$ cat src/design/gbba_pkg.sv
// shared types and constants of the grouped bitmap block allocator
package gbba_pkg;

    localparam int BLK_W     = 17;
    localparam int BPG_W     = 14;
    localparam int GCNT_W    = 4;
    localparam int CFG_IDX_W = 3;

    localparam logic [CFG_IDX_W-1:0] CFG_FIRST = 3'd0;
    localparam logic [CFG_IDX_W-1:0] CFG_BPG   = 3'd1;
    localparam logic [CFG_IDX_W-1:0] CFG_GCNT  = 3'd2;
    localparam logic [CFG_IDX_W-1:0] CFG_TOTAL = 3'd3;

    localparam logic CMD_ALLOC = 1'b0;
    localparam logic CMD_FREE  = 1'b1;

    localparam logic [1:0] ST_DONE         = 2'd0;
    localparam logic [1:0] ST_NO_SPACE     = 2'd1;
    localparam logic [1:0] ST_OUT_OF_RANGE = 2'd2;
    localparam logic [1:0] ST_ALREADY_FREE = 2'd3;

    localparam logic [BPG_W-1:0] COUNT_MAX = 14'h3fff;

    typedef struct packed {
        logic       clr_step;
        logic       load_item;
        logic       grp_next;
        logic       div_off;
        logic       scan_init;
        logic       pos_latch;
        logic       mem_rd;
        logic       word_next;
        logic       alloc_wr;
        logic       free_wr;
        logic       emit;
        logic       keep_number;
        logic [1:0] emit_code;
    } dp_cmd_t;

    typedef struct packed {
        logic clr_last;
        logic grp_end;
        logic grp_room;
        logic div_done;
        logic below_first;
        logic off_oor;
        logic hit;
        logic scan_end;
        logic bit_used;
    } dp_sts_t;

endpackage

$ cat src/design/gbba_ctrl.sv
// request sequencer and response valid
module gbba_ctrl import gbba_pkg::*; (
    input  logic    clk,
    input  logic    rst_n,
    input  logic    req_valid,
    output logic    req_ready,
    input  logic    req_command,
    output logic    rsp_valid,
    input  logic    rsp_ready,
    input  dp_sts_t sts,
    output dp_cmd_t cmd
);

    localparam logic [3:0] S_CLEAR = 4'd0;
    localparam logic [3:0] S_IDLE  = 4'd1;
    localparam logic [3:0] S_AGRP  = 4'd2;
    localparam logic [3:0] S_ARD   = 4'd3;
    localparam logic [3:0] S_ACHK  = 4'd4;
    localparam logic [3:0] S_FCHK  = 4'd5;
    localparam logic [3:0] S_FDIV  = 4'd6;
    localparam logic [3:0] S_FRD   = 4'd7;
    localparam logic [3:0] S_FBIT  = 4'd8;

    logic [3:0] state_reg;
    logic [3:0] state_next;
    logic       out_valid_reg;
    logic       slot_free;

    assign slot_free = !out_valid_reg || rsp_ready;
    assign req_ready = state_reg == S_IDLE;
    assign rsp_valid = out_valid_reg;

    always_comb
    begin
        cmd        = '0;
        state_next = state_reg;
        case (state_reg)
            S_CLEAR:
            begin
                cmd.clr_step = 1'b1;
                if (sts.clr_last)
                begin
                    state_next = S_IDLE;
                end
            end
            S_IDLE:
            begin
                if (req_valid)
                begin
                    cmd.load_item = 1'b1;
                    state_next    = (req_command == CMD_FREE) ? S_FCHK : S_AGRP;
                end
            end
            S_AGRP:
            begin
                if (sts.grp_end)
                begin
                    if (slot_free)
                    begin
                        cmd.emit      = 1'b1;
                        cmd.emit_code = ST_NO_SPACE;
                        state_next    = S_IDLE;
                    end
                end
                else if (sts.grp_room)
                begin
                    cmd.scan_init = 1'b1;
                    state_next    = S_ARD;
                end
                else
                begin
                    cmd.grp_next = 1'b1;
                end
            end
            S_ARD:
            begin
                cmd.mem_rd = 1'b1;
                state_next = S_ACHK;
            end
            S_ACHK:
            begin
                if (sts.hit)
                begin
                    if (slot_free)
                    begin
                        cmd.alloc_wr    = 1'b1;
                        cmd.emit        = 1'b1;
                        cmd.keep_number = 1'b1;
                        cmd.emit_code   = ST_DONE;
                        state_next      = S_IDLE;
                    end
                end
                else if (sts.scan_end)
                begin
                    if (slot_free)
                    begin
                        cmd.emit      = 1'b1;
                        cmd.emit_code = ST_NO_SPACE;
                        state_next    = S_IDLE;
                    end
                end
                else
                begin
                    cmd.word_next = 1'b1;
                    state_next    = S_ARD;
                end
            end
            S_FCHK:
            begin
                if (sts.below_first)
                begin
                    if (slot_free)
                    begin
                        cmd.emit      = 1'b1;
                        cmd.emit_code = ST_OUT_OF_RANGE;
                        state_next    = S_IDLE;
                    end
                end
                else
                begin
                    cmd.div_off = 1'b1;
                    state_next  = S_FDIV;
                end
            end
            S_FDIV:
            begin
                if (sts.div_done)
                begin
                    if (sts.off_oor)
                    begin
                        if (slot_free)
                        begin
                            cmd.emit      = 1'b1;
                            cmd.emit_code = ST_OUT_OF_RANGE;
                            state_next    = S_IDLE;
                        end
                    end
                    else
                    begin
                        cmd.pos_latch = 1'b1;
                        state_next    = S_FRD;
                    end
                end
            end
            S_FRD:
            begin
                cmd.mem_rd = 1'b1;
                state_next = S_FBIT;
            end
            S_FBIT:
            begin
                if (slot_free)
                begin
                    cmd.emit      = 1'b1;
                    cmd.free_wr   = sts.bit_used;
                    cmd.emit_code = sts.bit_used ? ST_DONE : ST_ALREADY_FREE;
                    state_next    = S_IDLE;
                end
            end
            default:
            begin
                state_next = S_IDLE;
            end
        endcase
    end

    always_ff @(posedge clk or negedge rst_n)
    begin
        if (!rst_n)
        begin
            state_reg     <= S_CLEAR;
            out_valid_reg <= 1'b0;
        end
        else
        begin
            state_reg <= state_next;
            if (cmd.emit)
            begin
                out_valid_reg <= 1'b1;
            end
            else if (rsp_ready)
            begin
                out_valid_reg <= 1'b0;
            end
        end
    end

    a_emit_slot: assert property (@(posedge clk) disable iff (!rst_n)
        cmd.emit |-> (!out_valid_reg || rsp_ready))
        else $error("result loaded over an untaken result");

    a_wr_excl: assert property (@(posedge clk) disable iff (!rst_n)
        (cmd.alloc_wr || cmd.free_wr) |-> (cmd.emit && !(cmd.alloc_wr && cmd.free_wr)))
        else $error("bitmap update without its result");

    a_one_item: assert property (@(posedge clk) disable iff (!rst_n)
        (req_valid && req_ready) |=> !req_ready)
        else $error("second request taken while one is in flight");

    a_no_emit_clear: assert property (@(posedge clk) disable iff (!rst_n)
        cmd.clr_step |-> !cmd.emit && !req_ready)
        else $error("activity during clearing pass");

endmodule

$ cat config.mk
export PLATFORM = sky130hd
export DESIGN_NAME = gbba_ctrl
export DESIGN_NICKNAME = d
export VERILOG_FILES = /design/src/design/gbba_pkg.sv /design/src/design/gbba_ctrl.sv
export SDC_FILE = /design/constraint.sdc
export NUM_CORES = 1
export LEC_CHECK = 0
export BUFFER_PORTS_ARGS = -buffer_cell sky130_fd_sc_hd__buf_2
export CORE_MARGIN = 5
export CORE_UTILIZATION = 45
export DETAILED_ROUTE_END_ITERATION = 8
export HOLD_SLACK_MARGIN = 0.02
export PLACE_DENSITY = 0.84
export SETUP_SLACK_MARGIN = 0.1
export SYNTH_ARGS = -nofsm -noshare
export SYNTH_HDL_FRONTEND = slang
export SYNTH_SLANG_ARGS = --single-unit
$ cat constraint.sdc
create_clock -name clk -period 2.35 [get_ports clk]
set_input_delay 0.1175 -clock clk [delete_from_list [all_inputs] [get_ports clk]]
set_output_delay 0.1175 -clock clk [all_outputs]
set_load 0.05 [all_outputs]
; ---- Word-level counts from Yosys, hierarchy flattened
; Index checks and enable logic that the tools add are counted.
[word_totals]
reg_bits = 5
input_bits = 14
elab_cells = 77
[classes]
eq_ne = 12
muxes = 57
reduce_logical = 6
[op_table]
columns = operator, count
row1 = 2-to-1 mux 4 bit, 11
row2 = one-hot mux 4 bit (9 select lines), 1
row3 = 2-to-1 mux 1 bit, 32
row4 = 2-to-1 mux 2 bit, 10
row5 = "== test 4 x 3 -> 1 bit, second input constant", 4
row6 = one-hot mux 2 bit (5 select lines), 1
row7 = "== test 4 x 2 -> 1 bit, second input constant", 2
row8 = "inequality test 2 bit, second input constant", 3
row9 = one-hot mux 1 bit (5 select lines), 1
row10 = "== test 4 x 1 -> 1 bit, second input constant", 1
row11 = "== test 4 bit, second input constant", 1
row12 = zero test 4 bit, 1
row13 = AND reduction 4 bit, 1
row14 = 2-to-1 mux 3 bit, 1
row15 = "inequality test 3 bit, second input constant", 1
row16 = nonzero test 2 bit, 1
row17 = OR reduction 2 bit, 1
row18 = zero test 1 bit, 1
row19 = logical OR 1 bit, 1

; ---- Longest topological paths before layout
[depth]
word_depth = 7
mapped_depth = 6
mapped_depth_nobuf = 4

; ---- Worst setup path after synthesis
; OpenSTA, ideal clock, no wires.
[synth_timing]
path_type = reg-to-output
startpoint = register state_reg[2]
endpoint = output cmd[9] (netlist bit)
arrival_time_ns = 2.194
required_ns = 2.233
setup_slack_ns = 0.038
path_stages_with_launch = 3
cell_sequence = dfrtp_1 -> or2_1 -> nor4_1
[synth_lines]
columns = item, line
row1 = start: declaration, gbba_ctrl.sv:24  ; logic [3:0] state_reg;
row2 = start signal: assignment, gbba_ctrl.sv:176  ; state_reg <= state_next;
row3 = end: declaration, gbba_ctrl.sv:11  ; output dp_cmd_t cmd

==> results.json <==
{
  "outcome": "finished, final reports clean",
  "synth_async_sr_flop_share": 1.00,
  "syn_to_final_growth_pct": 26.6,
  "ys_seq_area_frac": 0.197,
  "avgSynthCellArea_um2": 7.22,
  "clkLatencyLatePin_ns": 0.24,
  "yosys.area.top_type_share": 0.197,
  "cts_root_buf": "clkbuf_4",
  "io_pins": 30,
  "place_hpwl_um": 1340,
  "worst_hold_slack_ns": 0.217,
  "max_slew_margin": 0.670,
  "ys_warn_count": 0,
  "timing_worst_setup_path_type": "reg -> out",
  "grt_pass1_vias": 668,
  "skew_ns": 0.000755,
  "clock.fmax_mhz": 480,
  "nNetsFinal": 130,
  "worstMarginPinSlew_ns": 0.494,
  "ys_seq_elements": 5,
  "layout-drive-gt1-share": 0.348,
  "synth_area_leaders": "dfrtp_1, nor3_1, nor2_1, nand2b_1, o22ai_1",
  "rrSetupSlack_ns": 0.59,
  "via_per_inst": 5.80,
  "largest_reg_flops": 4,
  "cts_inserted_buffers": 3,
  "finalCritPeriodShare": 0.887,
  "grt_first_pass_wirelength_um": 2830,
  "grt-ovfl-total": 0,
  "power_frac_comb": 0.680,
  "routed-via-count": 754,
  "syn_nets": 102,
  "synthCells": 88,
  "end_kind": "output pin",
  "tritoncts": "built",
  "clock-sinks": 5,
  "p_int_mw": 0.425,
  "n_antenna_cell": 0,
  "start_kind": "register",
  "netlist_area_um2": 636,
  "grt_setup_unrepaired": "false",
  "switching_share": 0.591,
  "critical_path_required_ns": 2.23,
  "die_h_um": 47.6,
  "max-cap-violations": 0,
  "cts_max_level": 1,
  "track_usage": 0.175,
  "path_clk_slew_ns": 0.04,
  "mostFrequentLayoutCells": "buf_2, nor2_1, nor3_1, nand2b_1, inv_1",
  "final_common_cell": "buf_2",
  "critPathArrivalTime_ns": 1.97,
  "synth_enable_flop_cells": 0,
  "p_seq_frac": 0.226,
  "grt_max_degree": 19,
  "synth.distinct_cells": 37,
  "period_needed_ns": 2.08,
  "dieArea_um2": 2260,
  "clock_path_buffers": 2,
  "max-vdd-ir-drop_uv": 703,
  "yosysTopAreaCell": "dfrtp_1",
  "p_clk_frac": 0.094,
  "path_max_fanout": 18,
  "powerDensity_nw_per_um2": 1290,
  "hold_viol_final": 0,
  "start_util": 0.482,
  "core.rowCount": 13,
  "dr.pass1.iters": 4,
  "slew_violations": 0,
  "hold_path.class": "in -> async",
  "port_buffers": 29,
  "leakagePower_nw": 0.388,
  "wire_per_inst_um": 13.5,
  "routabilityCongestion": 0.881,
  "reg2reg_depth": 4,
  "ant_nets": 0,
  "wl_um": 1750,
  "drc": 0,
  "die_w_um": 47.6,
  "synthFlopType": "dfrtp_1",
  "core-area_um2": 1320,
  "fin_setup_tns_ns": 0,
  "power.switching_mw": 0.615,
  "setup_viol": 0,
  "reg2reg_to": "state_reg[0]$_DFFE_PN0P_",
  "r2r_start": "state_reg[3]$_DFFE_PN0P_",
  "drt-initial-drc-count": 30,
  "antenna_found_initial": 0
}
[cell type report]
type,count,area (um2)
timing repair buffer,30,158
sequential,5,129
tap,15,18.8
multi-input combinational,71,454
inverter,5,18.8
fill,128,513
clock buffer,4,26.3
[worst max-delay path by stage]
stage | from | endpoint | slack, ns | cells after the start
after detailed placement | state_reg[1]$_DFFE_PN0P_ | cmd[1] | 0.42 | 5
after global routing | state_reg[3]$_DFFE_PN0P_ | cmd[1] | 0.12 | 5
after CTS | state_reg[1]$_DFFE_PN0P_ | cmd[1] | 0.16 | 5
final | state_reg[1]$_DFFE_PN0P_ | cmd[1] | 0.27 | 5
after floorplan | state_reg[2]$_DFFE_PN0P_ | state_reg[0]$_DFFE_PN0P_ | 0.12 | 4
after global placement | state_reg[1]$_DFFE_PN0P_ | cmd[1] | 0.48 | 5
[synthesized netlist by cell type (all sizes together) (2+ instances only)]
library cell   n
and2           3
o22ai          4
nand2          3
dfrtp          5
nor3           9
a31oi          2
nand2b         6
nor4           3
nor2b          2
a21o           2
a21oi          3
or3            2
nor4b          2
buf            5
o21ai          3
inv            5
clkbuf         2
nor2          11
[per-layer routing]
| layer | vias up | share of wire | global-route usage | wire length (um) |
|---|---|---|---|---|
| met3 | 0 | 0.11 | 0.0602 | 189 |
| met4 | 0 | 0 | 0.0323 | 0 |
| met2 | 40 | 0.43 | 0.275 | 755 |
| met1 | 335 | 0.46 | 0.235 | 806 |
| li1 | 379 | - | - | - |
| met5 | - | 0 | 0 | 0 |
[cell families (layout without fill, tap and decap cells)]
family / Yosys count / count (layout) / synth area share
simple gates: 46 / 46 / 0.411
mux: 2 / 2 / 0.0335
buf+inv: 12 / 39 / 0.0984
compound gates: 23 / 23 / 0.260
flops: 5 / 5 / 0.197
[critical path, cell delays in order, from the launching register on]
cell and delay [ns]:
dfrtp_2 0.51, or4b_4 0.57, nor2_1 0.17, inv_1 0.08, o22ai_1 0.13, clkbuf_4 0.25
[repair_timing]
| action | 4_1_cts | 5_1_grt |
|---|---|---|
| hold buffers | 1 | 0 |
| endpoints found under the hold margin | 5 | 0 |
| gates resized for setup | 0 | 4 |
| setup endpoints to repair | 0 | 2 |
| setup buffers | 0 | 0 |
[power by group through the flow]
stage / Clock, mW / Sequential, mW / Combinational (mW)
3_5_place_dp: 0 / 0.228 / 0.703
6_report: 0.0974 / 0.235 / 0.707
4_1_cts: 0.101 / 0.227 / 0.707
3_3_place_gp: 0 / 0.224 / 0.696
5_1_grt: 0.107 / 0.247 / 0.764
2_1_floorplan: 0 / 0.169 / 0.643
[metrics by stage]
step	worst slack, ns	cell area (um2)	std cells	total power, mW	utilization
after floorplan	0.123	642	88	0.812	-
after global placement	0.485	762	125	0.919	0.578
after detailed placement	0.418	762	125	0.931	0.578
after CTS	0.158	798	130	1.03	0.606
after global routing	0.124	805	130	1.12	0.611
final	0.266	805	130	1.04	0.611
Note: power is estimated with default switching activity, not from simulation.
